--- config.mk ---
export PLATFORM = sky130hd
export DESIGN_NAME = escaped_frame_receiver_core
export DESIGN_NICKNAME = d
export VERILOG_FILES = /design/src/efr_pkg.sv /design/src/efr_deframer.sv /design/src/escaped_frame_receiver_core.sv
export SDC_FILE = /design/constraint.sdc
export NUM_CORES = 1
export LEC_CHECK = 0
export BUFFER_PORTS_ARGS = -buffer_cell sky130_fd_sc_hd__buf_2
export CORE_MARGIN = 8
export CORE_UTILIZATION = 35
export DETAILED_ROUTE_END_ITERATION = 10
export GPL_TIMING_DRIVEN = 0
export PLACE_DENSITY = 0.59
export SETUP_SLACK_MARGIN = 0.4
export SYNTH_ARGS = -nofsm -noshare
export SYNTH_HDL_FRONTEND = slang
export SYNTH_SLANG_ARGS = --single-unit
--- constraint.sdc ---
create_clock -name clk -period 4.86 [get_ports clk]
set_input_delay 0.729 -clock clk [delete_from_list [all_inputs] [get_ports clk]]
set_output_delay 0.729 -clock clk [all_outputs]
set_load 0.1 [all_outputs]
--- src/efr_pkg.sv ---
// Shared constants and types for the escaped frame receiver.
package efr_pkg;

    localparam logic [7:0]  START_BYTE  = 8'h7E;
    localparam logic [7:0]  ESC_BYTE    = 8'h7D;
    localparam logic [7:0]  ESC_XOR     = 8'h20;
    localparam logic [7:0]  SUM_BASE    = 8'hFF;
    localparam logic [15:0] MAX_LEN_RST = 16'd100;

    typedef enum logic [1:0] {
        ST_DATA  = 2'd0,
        ST_GOOD  = 2'd1,
        ST_BAD   = 2'd2,
        ST_ABORT = 2'd3
    } status_t;

    typedef struct packed {
        logic [7:0]  data_byte;
        logic [15:0] byte_index;
        status_t     frame_status;
        logic        end_of_frame;
    } result_t;

endpackage

--- src/efr_deframer.sv ---
// Frame parsing state machine with the result register.
module efr_deframer (
    input  logic              clk,
    input  logic              rst_n,
    input  logic              item_valid,
    input  logic [7:0]        item_byte,
    input  logic [15:0]       max_len,
    output logic              item_take,
    output logic              res_valid,
    input  logic              res_ready,
    output efr_pkg::result_t  res
);

    typedef enum logic [2:0] {
        PH_IDLE   = 3'd0,
        PH_LEN_HI = 3'd1,
        PH_LEN_LO = 3'd2,
        PH_DATA   = 3'd3,
        PH_CKSUM  = 3'd4
    } phase_t;

    phase_t            phase_reg, phase_next;
    logic              esc_reg, esc_next;
    logic [15:0]       len_reg, len_next;
    logic [15:0]       seen_reg, seen_next;
    logic [7:0]        sum_reg, sum_next;
    logic              res_valid_reg, res_valid_next;
    efr_pkg::result_t  res_reg, res_next;

    logic              emit;
    logic [7:0]        b;
    logic [15:0]       full_len;
    logic [15:0]       seen_inc;
    logic [7:0]        expect_sum;

    assign item_take  = item_valid && (!res_valid_reg || res_ready);
    assign b          = esc_reg ? (item_byte ^ efr_pkg::ESC_XOR) : item_byte;
    assign full_len   = {len_reg[15:8], b};
    assign seen_inc   = seen_reg + 16'd1;
    assign expect_sum = efr_pkg::SUM_BASE - sum_reg;

    always_comb
    begin
        phase_next = phase_reg;
        esc_next   = esc_reg;
        len_next   = len_reg;
        seen_next  = seen_reg;
        sum_next   = sum_reg;
        emit       = 1'b0;
        res_next   = res_reg;

        if (item_take)
        begin
            unique case (phase_reg)
                PH_LEN_HI, PH_LEN_LO, PH_DATA, PH_CKSUM:
                begin
                    if (item_byte == efr_pkg::START_BYTE)
                    begin
                        // A raw start inside a frame aborts it and opens a new one.
                        emit                  = 1'b1;
                        res_next.data_byte    = 8'd0;
                        res_next.byte_index   = seen_reg;
                        res_next.frame_status = efr_pkg::ST_ABORT;
                        res_next.end_of_frame = 1'b1;
                        phase_next = PH_LEN_HI;
                        esc_next   = 1'b0;
                        len_next   = 16'd0;
                        seen_next  = 16'd0;
                        sum_next   = 8'd0;
                    end
                    else if (!esc_reg && item_byte == efr_pkg::ESC_BYTE)
                    begin
                        esc_next = 1'b1;
                    end
                    else
                    begin
                        esc_next = 1'b0;
                        unique case (phase_reg)
                            PH_LEN_HI:
                            begin
                                len_next   = {b, 8'd0};
                                phase_next = PH_LEN_LO;
                            end
                            PH_LEN_LO:
                            begin
                                len_next = full_len;
                                if (full_len > max_len)
                                begin
                                    emit                  = 1'b1;
                                    res_next.data_byte    = 8'd0;
                                    res_next.byte_index   = 16'd0;
                                    res_next.frame_status = efr_pkg::ST_ABORT;
                                    res_next.end_of_frame = 1'b1;
                                    phase_next = PH_IDLE;
                                end
                                else if (full_len == 16'd0)
                                    phase_next = PH_CKSUM;
                                else
                                    phase_next = PH_DATA;
                            end
                            PH_DATA:
                            begin
                                emit                  = 1'b1;
                                res_next.data_byte    = b;
                                res_next.byte_index   = seen_reg;
                                res_next.frame_status = efr_pkg::ST_DATA;
                                res_next.end_of_frame = 1'b0;
                                sum_next  = sum_reg + b;
                                seen_next = seen_inc;
                                if (seen_inc == len_reg)
                                    phase_next = PH_CKSUM;
                            end
                            default:
                            begin
                                emit                  = 1'b1;
                                res_next.data_byte    = 8'd0;
                                res_next.byte_index   = seen_reg;
                                res_next.frame_status = (expect_sum == b) ?
                                                        efr_pkg::ST_GOOD :
                                                        efr_pkg::ST_BAD;
                                res_next.end_of_frame = 1'b1;
                                phase_next = PH_IDLE;
                            end
                        endcase
                    end
                end
                default:
                begin
                    // Idle ignores everything but a raw start; escapes do not apply.
                    if (item_byte == efr_pkg::START_BYTE)
                    begin
                        phase_next = PH_LEN_HI;
                        esc_next   = 1'b0;
                        len_next   = 16'd0;
                        seen_next  = 16'd0;
                        sum_next   = 8'd0;
                    end
                    else
                        phase_next = PH_IDLE;
                end
            endcase
        end

        if (emit)
            res_valid_next = 1'b1;
        else if (res_ready)
            res_valid_next = 1'b0;
        else
            res_valid_next = res_valid_reg;
    end

    always_ff @(posedge clk or negedge rst_n)
    begin
        if (!rst_n)
        begin
            phase_reg     <= PH_IDLE;
            esc_reg       <= 1'b0;
            len_reg       <= 16'd0;
            seen_reg      <= 16'd0;
            sum_reg       <= 8'd0;
            res_valid_reg <= 1'b0;
        end
        else
        begin
            phase_reg     <= phase_next;
            esc_reg       <= esc_next;
            len_reg       <= len_next;
            seen_reg      <= seen_next;
            sum_reg       <= sum_next;
            res_valid_reg <= res_valid_next;
        end
    end

    always_ff @(posedge clk)
    begin
        res_reg <= res_next;
    end

    assign res_valid = res_valid_reg;
    assign res       = res_reg;

endmodule

--- src/escaped_frame_receiver_core.sv ---
// Top level of the escaped frame receiver: input register, limit register, deframer.
// Each byte passes through the input register into the deframer, whose result register holds its result.
// Throughput: one byte per cycle, unless a result held in the deframer stalls on out_ready.
// A byte that causes no result still occupies the input register until the deframer takes it.
// Reset (rst_n, asynchronous, active low) empties both registers, sets the phase to
// idle with length, count, sum and escape cleared, and loads max_frame_length = 100.
module escaped_frame_receiver_core (
    input  logic        clk,
    input  logic        rst_n,
    input  logic        cfg_wr_en,
    input  logic [15:0] cfg_wr_data,
    input  logic        in_valid,
    output logic        in_ready,
    input  logic [7:0]  rx_byte,
    output logic        out_valid,
    input  logic        out_ready,
    output logic [7:0]  data_byte,
    output logic [15:0] byte_index,
    output logic [1:0]  frame_status,
    output logic        end_of_frame
);

    logic              in_valid_reg;
    logic [7:0]        in_byte_reg;
    logic [15:0]       max_len_reg;
    logic              take;
    efr_pkg::result_t  res;

    assign in_ready = !in_valid_reg || take;

    always_ff @(posedge clk or negedge rst_n)
    begin
        if (!rst_n)
        begin
            in_valid_reg <= 1'b0;
            max_len_reg  <= efr_pkg::MAX_LEN_RST;
        end
        else
        begin
            if (in_ready)
                in_valid_reg <= in_valid;
            if (cfg_wr_en)
                max_len_reg <= cfg_wr_data;
        end
    end

    always_ff @(posedge clk)
    begin
        if (in_ready && in_valid)
            in_byte_reg <= rx_byte;
    end

    efr_deframer u_deframer (
        .clk        (clk),
        .rst_n      (rst_n),
        .item_valid (in_valid_reg),
        .item_byte  (in_byte_reg),
        .max_len    (max_len_reg),
        .item_take  (take),
        .res_valid  (out_valid),
        .res_ready  (out_ready),
        .res        (res)
    );

    assign data_byte    = res.data_byte;
    assign byte_index   = res.byte_index;
    assign frame_status = res.frame_status;
    assign end_of_frame = res.end_of_frame;

endmodule

==> impl_results.md, run 1 <==
* Wire length per cell at 17.1 µm
* Clk_lat worst skew at 0.35 ns
* I/O pins at 58
* Cell count after synthesis at 484
* Final WS setup at 1.42 ns
* Gr usage total at 14.5%
* Clock slew at reported path FFs at 0.07 ns
* Crit path required time at 4.97 ns
* CP Cell Sequence: xor2_1 > ha_1 > a21o_1 > a21o_1 > a21oi_1 > a211oi_1 > o31ai_1 > and4_1 > nor3_2 > buf_6 > buf_6
* HP Class: primary input to asynchronous set/reset pin
* Drt via density at 5.31
* Drt first pass iters at 4
* Lkg Pwr at 2.63 nW
* Post-synth top area share at 29.2%
* Top-count cell post-synth: dfrtp_1
* Final number of max-transition violations at 0
* DRT antenna net count at 0
* Row Count at 44
* Die Wd at 136 µm
* Share of cells above drive strength 1 at 17.2%
* Fin crit period at 3.44 ns
* RR Endpoint: u_deframer.res[18]
* Core region area at 14,300 µm²
* TNS Setup at 0 ns
* CTS buffer count at 9
* DP HPWL at 9380 µm
* Crit-path max FO at 14
* Clk root buf: clkbuf_16
* R2R Setup Slk at 1.42 ns
* Initial core utilization at 35.3%
* WP data arrival at 3.55 ns
* CTS H-Tree Depth at 3
* Post-route insts no fill at 743
* Initial antenna violation count at 0
* Die footprint at 18,600 µm²
* R2R depth at 11
* Register bit total from synthesis at 97
* Mapped cell area at 5060 µm²
* Post-synth EDFFs at 35
* RD Place Congestion at 0.842
* Final setup fails at 0
* CTS tree: built
* Crit end category: flop
* Max reg flops at 27
* Syn Nets at 538
* First-pass GRT wire length at 20,900 µm
* Worst IR Drop VDD at 203 µV
* CP peak stage delay at 0.65 ns
* Hold_buf cts at 0
* Setup Skew at 0.00914 ns
* Status: complete, no violations
* Fmax at 290 MHz
* Die H at 136 µm
* Final routed DRC violation total at 0
* Synth top area cells: dfrtp_1 29%, edfxtp_1 21%, ha_1 5.9%
* Pwr/cell area at 410 nW/µm²
* Area leader, netlist: dfrtp_1
* # placed instances at 727
* ANT cells at 0
* Worst r2r src: in_byte_reg[5]
* Finished Cell Area at 5890 µm²
* FFs w/ async S/R, synth at 63.9%
* Count of final hold-check violations at 0
* Slowest-stage cell, CP: xor2_1
* Largest net degree at the start of global routing at 63
* Number of I/O port buffers at 57
* Synth cell count leaders: 59 x dfrtp_1, 48 x o21ai_0, 43 x nand2_1, 35 x edfxtp_1, 30 x nor2_1
* Post-synthesis cell type count at 58
* Crit Path Class: flop to flop
* Clock Sinks at 97
* Yosys warning total at 0
* Final Cycle Share at 70.9%
* Slew HR at 42.0%
* Worst-Margin Slew at 0.863 ns
* Mapped Avg Cell Area at 10.4 µm²
* Overall routed net length at 12,700 µm
* Number of setup buffers added after CTS at 0
* Setup Slack @ Placement at 1.38 ns
* Via Count at 3,946
* Placement Cell Area at 5600 µm²
* Nets at 608
* Post-CTS Resized at 0
* Total grt overflow at 0
* Top_reg_cell synth: dfrtp_1
* Hold WS at 0.476 ns
* Register area share after synthesis at 51.5%
* RSZ-0062 raised after global routing: no
* Area delta synth->final at 16.5%
* Number of global-route vias before repair at 4,046
* Clock buffer depth at 2
* Worst Setup Start Kind: flop
* Initial DRC Count at 343
* MaxCap Viol Count at 0
==> worst max path at each step <==
| stage | end | cells past startpoint | from | slack, ns |
|---|---|---|---|---|
| after floorplan | u_deframer.res[0] | 9 | in_byte_reg[5] | 0.79 |
| after global placement | u_deframer.res[18] | 9 | in_byte_reg[5] | -0.62 |
| after detailed placement | u_deframer.res[17] | 11 | in_byte_reg[5] | 1.38 |
| after CTS | u_deframer.res[18] | 11 | in_byte_reg[5] | 1.34 |
| after global routing | u_deframer.res[7] | 11 | in_byte_reg[5] | 1.21 |
| final | u_deframer.res[18] | 11 | in_byte_reg[5] | 1.42 |
==> power by group <==
part / total [mW] / internal [mW] / leakage [nW] / switching (mW)
logic: 0.636 / 0.274 / 1.34 / 0.361
registers: 1.08 / 0.956 / 1.16 / 0.121
clock network: 0.704 / 0.368 / 0.136 / 0.336
==> worst max-delay path, delay by kind of cell (launching register included) <==
kind | cells | cell delay [ns]
AOI/OAI and AO/OA | 5 | 1.01
buffers and inverters | 2 | 0.34
DFF | 1 | 0.41
adders and majority gates | 1 | 0.38
xor gates and xnor gates | 1 | 0.65
and+or+nand+nor | 2 | 0.40
==> per-layer routing <==
layer / part of all wire (%) / up-vias / wire [µm] / global-route usage (%)
li1: - / 1902 / - / -
met1: 46 / 1929 / 5850 / 18.8
met5: 0 / - / 0 / 0
met3: 4.9 / 22 / 622 / 2.70
met2: 47 / 93 / 5970 / 23.0
met4: 2.2 / 0 / 275 / 6.59
==> placed cells by master (no fill, tap or decap), types with 5 or more instances in the layout <==
| cell type | n |
|---|---|
| dfrtp_1 | 59 |
| buf_2 | 56 |
| o21ai_0 | 48 |
| nand2_1 | 43 |
| edfxtp_1 | 35 |
| nor2_1 | 30 |
| inv_1 | 24 |
| ha_1 | 24 |
| xnor2_1 | 20 |
| and2_1 | 19 |
| a22o_1 | 19 |
| nand3_1 | 16 |
| a21oi_1 | 14 |
| clkbuf_1 | 13 |
| xor2_1 | 12 |
| nor3_1 | 10 |
| and3_1 | 10 |
| o31ai_1 | 9 |
| clkbuf_16 | 9 |
| nand4_1 | 8 |
| a31oi_1 | 7 |
| a21o_1 | 6 |
| nor4_1 | 5 |
==> per-stage QoR <==
stage / power (mW) / util [%]
3_5_place_dp: 1.73 / 39.1
5_1_grt: 2.55 / 41.2
4_1_cts: 2.43 / 41.2
6_report: 2.42 / 41.2
2_1_floorplan: 1.54 / -
3_3_place_gp: 1.71 / 38.9
==> kinds of logic after synthesis <==
group                      synth area share (%)
buffers and inverters                      3.07
adders and majority gates                  6.33
xor gates and xnor gates                   5.54
and+or+nand+nor                            17.8
muxes                                     0.619
DFF                                        51.5
AOI/OAI and AO/OA                          15.1
==> layout make-up <==
type | count | area (µm²)
buffer | 15 | 61.3
clock buffer | 10 | 239
clock inverter | 6 | 50.0
fill | 1413 | 8420
inverter | 25 | 93.8
multi-input combinational | 347 | 2300
sequential | 97 | 2610
tap | 184 | 230
timing repair buffer | 59 | 310
Power figures use the tool's default switching activity.
==> run 2, diff against run 1 <==
--- a/config.mk
+++ b/config.mk
@@ -5,12 +5,13 @@
 export SDC_FILE = /design/constraint.sdc
 export NUM_CORES = 1
 export LEC_CHECK = 0
+export ABC_AREA = 1
 export BUFFER_PORTS_ARGS = -buffer_cell sky130_fd_sc_hd__buf_2
 export CORE_MARGIN = 8
 export CORE_UTILIZATION = 35
 export DETAILED_ROUTE_END_ITERATION = 10
 export GPL_TIMING_DRIVEN = 0
-export PLACE_DENSITY = 0.59
+export PLACE_DENSITY = 0.61
 export SETUP_SLACK_MARGIN = 0.4
 export SYNTH_ARGS = -nofsm -noshare
 export SYNTH_HDL_FRONTEND = slang
==> constraint.sdc (replaced) <==
create_clock -name clk -period 3 [get_ports clk]
set_input_delay 0.45 -clock clk [delete_from_list [all_inputs] [get_ports clk]]
set_output_delay 0.45 -clock clk [all_outputs]
set_load 0.1 [all_outputs]
==> run 2 against run 1 <==
- clock skew grew 0.0023 ns
- sequential power grew 59%
- first-iteration DRC count shrank 23%
- flip-flop and latch count is the same
- worst hold slack got worse by 0.27 ns
- worst setup slack lost 0.96 ns
- area after synthesis is 3.4% higher
- highest routed layer unchanged
==> impl_results.md, run 2 <==
* Status: complete, no violations
* Clock buffer depth at 2
* Nets at 730
* Overall routed net length at 13,400 µm
* Gr usage total at 14.0%
* Yosys warning total at 0
* Storage cell area at 2610 µm²
* Synth top area cells: dfrtp_1 28%, edfxtp_1 20%, nand2_1 9.4%
* Largest net degree at the start of global routing at 63
* Mapped Avg Cell Area at 8.81 µm²
* Worst IR Drop VDD at 321 µV
* Fmax at 393 MHz
* Area of the multi-input gates at 2310 µm²
* Clk pwr share at 26.6%
* Total power at 4.38 mW
* RSZ-0062 raised after global routing: no
* R2R depth at 7
* Mapped cell area at 5230 µm²
* Final routed DRC violation total at 0
* CTS H-Tree Depth at 3
* Crit end category: flop
* Final number of max-transition violations at 0
* Commonest non-fill, non-tap cell in the layout: nand2_1
* ANT cells at 0
* Syn Nets at 648
* # fillers at 1,414
* Number of I/O port buffers at 57
* RD Place Congestion at 0.889
* Synth cell count leaders: 131 x nand2_1, 78 x inv_1, 59 x dfrtp_1, 50 x nor2_1, 48 x nand3_1
* WP data arrival at 2.62 ns
* Post-synth top area share at 28.2%
* Top-count cell post-synth: nand2_1
* Slew HR at 44.1%
* Drt first pass iters at 5
* Gate power share at 34.0%
* MaxCap Viol Count at 0
* Max reg flops at 27
* Wire length per cell at 15.5 µm
* Sequential group share of total power at 39.3%
* # placed instances at 835
* Post-synthesis cell type count at 40
* Clk_lat worst skew at 0.36 ns
* Clk root buf: clkbuf_16
* DRT antenna net count at 0
* Count of final hold-check violations at 0
* First-pass GRT wire length at 21,800 µm
* Top_reg_cell synth: dfrtp_1
* Area leader, netlist: dfrtp_1
* FFs w/ async S/R, synth at 63.9%
* Row Count at 44
* Final setup fails at 0
* CTS buffer count at 9
* Initial core utilization at 35.9%
* Post-route insts no fill at 865
* Cell count after synthesis at 594
* Pwr/cell area at 702 nW/µm²
* Hold WS at 0.206 ns
* Die footprint at 19,100 µm²
* Crit Path Class: flop to flop
* Worst-Margin Slew at 0.838 ns
* Total grt overflow at 0
* Area delta synth->final at 19.3%
* Clock slew at reported path FFs at 0.08 ns
* Register area share after synthesis at 49.8%
* P_int at 2.78 mW
* DP HPWL at 9790 µm
* Via Count at 4,319
* Setup Skew at 0.0114 ns
* Die Wd at 138 µm
* Commonest non-fill, non-tap cells in the layout: 130 x nand2_1, 77 x inv_1, 59 x buf_2, 59 x dfrtp_1, 48 x nor2_1
* Post-synth EDFFs at 35
* NetSw at 1.60 mW
* I/O pins at 58
* Die H at 138 µm
* Clock Sinks at 97
* Core region area at 14,600 µm²
* Number of global-route vias before repair at 4,351
* Drt via density at 4.99
* Initial DRC Count at 264
* Register bit total from synthesis at 97
* CTS tree: built
* Switching share of total power at 36.4%
* Crit-path max FO at 10
* Lkg Pwr at 3.00 nW
* Final Cycle Share at 84.8%
* Share of cells above drive strength 1 at 21.1%
* HP Class: primary input to asynchronous set/reset pin
* Initial antenna violation count at 0
* Crit path required time at 3.07 ns
* Worst Setup Start Kind: flop
* Fin crit period at 2.55 ns
## run 2: critical path, cell delays in order, from the launching register on
cell and delay (ns):
edfxtp_1 0.56, nor3_1 0.39, nand2_2 0.21, inv_2 0.13, buf_4 0.18, o21ai_1 0.20
nor3_4 0.36, clkbuf_16 0.22
## run 2: layout make-up
| cell class | instances | share of cell area, % |
|---|---|---|
| Tap cell | 184 | 3.69 |
| Sequential cell | 97 | 41.8 |
| Inverter | 87 | 5.23 |
| Timing Repair Buffer | 70 | 6.66 |
| Clock buffer | 12 | 4.29 |
| Buffer | 8 | 0.722 |
| Clock inverter | 4 | 0.542 |
| Multi-Input combinational cell | 403 | 37.1 |
## run 2: final timing paths
| check | startpoint | to | slack [ns] |
|---|---|---|---|
| setup / recovery | in_byte_reg[7] | u_deframer.res[1] | 0.45 |
| min in group clk | rx_byte[5] | in_byte_reg[5] | 0.26 |
| hold reg to reg | max_len_reg[6] | max_len_reg[6] | 0.50 |
| max in group asynchronous | rst_n | u_deframer.phase_reg[2] | 2.25 |
| setup reg to reg | in_byte_reg[7] | u_deframer.res[1] | 0.45 |
| hold / removal | rst_n | u_deframer.seen_reg[8] | 0.21 |
## run 2: layer usage
layer / vias up / GRT usage, % / share of wire [%]
met1: 2020 / 16.9 / 45
met5: - / 0 / 0
met2: 111 / 22.8 / 48
met4: 0 / 6.41 / 2.5
met3: 27 / 3.77 / 4.8
li1: 2161 / - / -
## run 2: stage by stage
stage               worst slack (ns)  setup TNS, ns  cell area, µm²  utilization [%]
floorplan                      0.433              0            5250                -
global placement              -0.221          -5.86            5760             39.5
detailed placement            -0.241          -6.39            5770             39.5
CTS                            0.442              0            6130             42.0
global route                   0.324              0            6240             42.8
finish                         0.455              0            6240             42.8
## run 2: logic make-up (layout without fill, tap and decap cells)
kind of cell,after synthesis,in the layout,share of synthesized area [%]
buffers and inverters,95,181,7.10
muxes,1,1,0.215
DFF,97,97,49.8
and+or+nand+nor,278,279,25.0
adders and majority gates,25,25,6.12
xor gates and xnor gates,11,11,2.10
AOI/OAI and AO/OA,87,87,9.66
## run 2: power by group through the flow
| stage | clock network (mW) | logic (mW) | registers [mW] |
|---|---|---|---|
| floorplan | 0 | 1.06 | 1.75 |
| global placement | 0 | 1.37 | 1.75 |
| detailed placement | 0 | 1.41 | 1.75 |
| CTS | 1.20 | 1.43 | 1.72 |
| global route | 1.25 | 1.70 | 1.74 |
| finish | 1.17 | 1.49 | 1.72 |
## run 2: what timing repair did
action / 4_1_cts / 5_1_grt
hold buffers: 0 / 0
resized for setup: 2 / 5
pin swaps: 2 / 2
buffers inserted: 4 / 8
setup endpoints to repair: 27 / 27
gates cloned: 1 / 1
hold endpoints to repair: 0 / 0
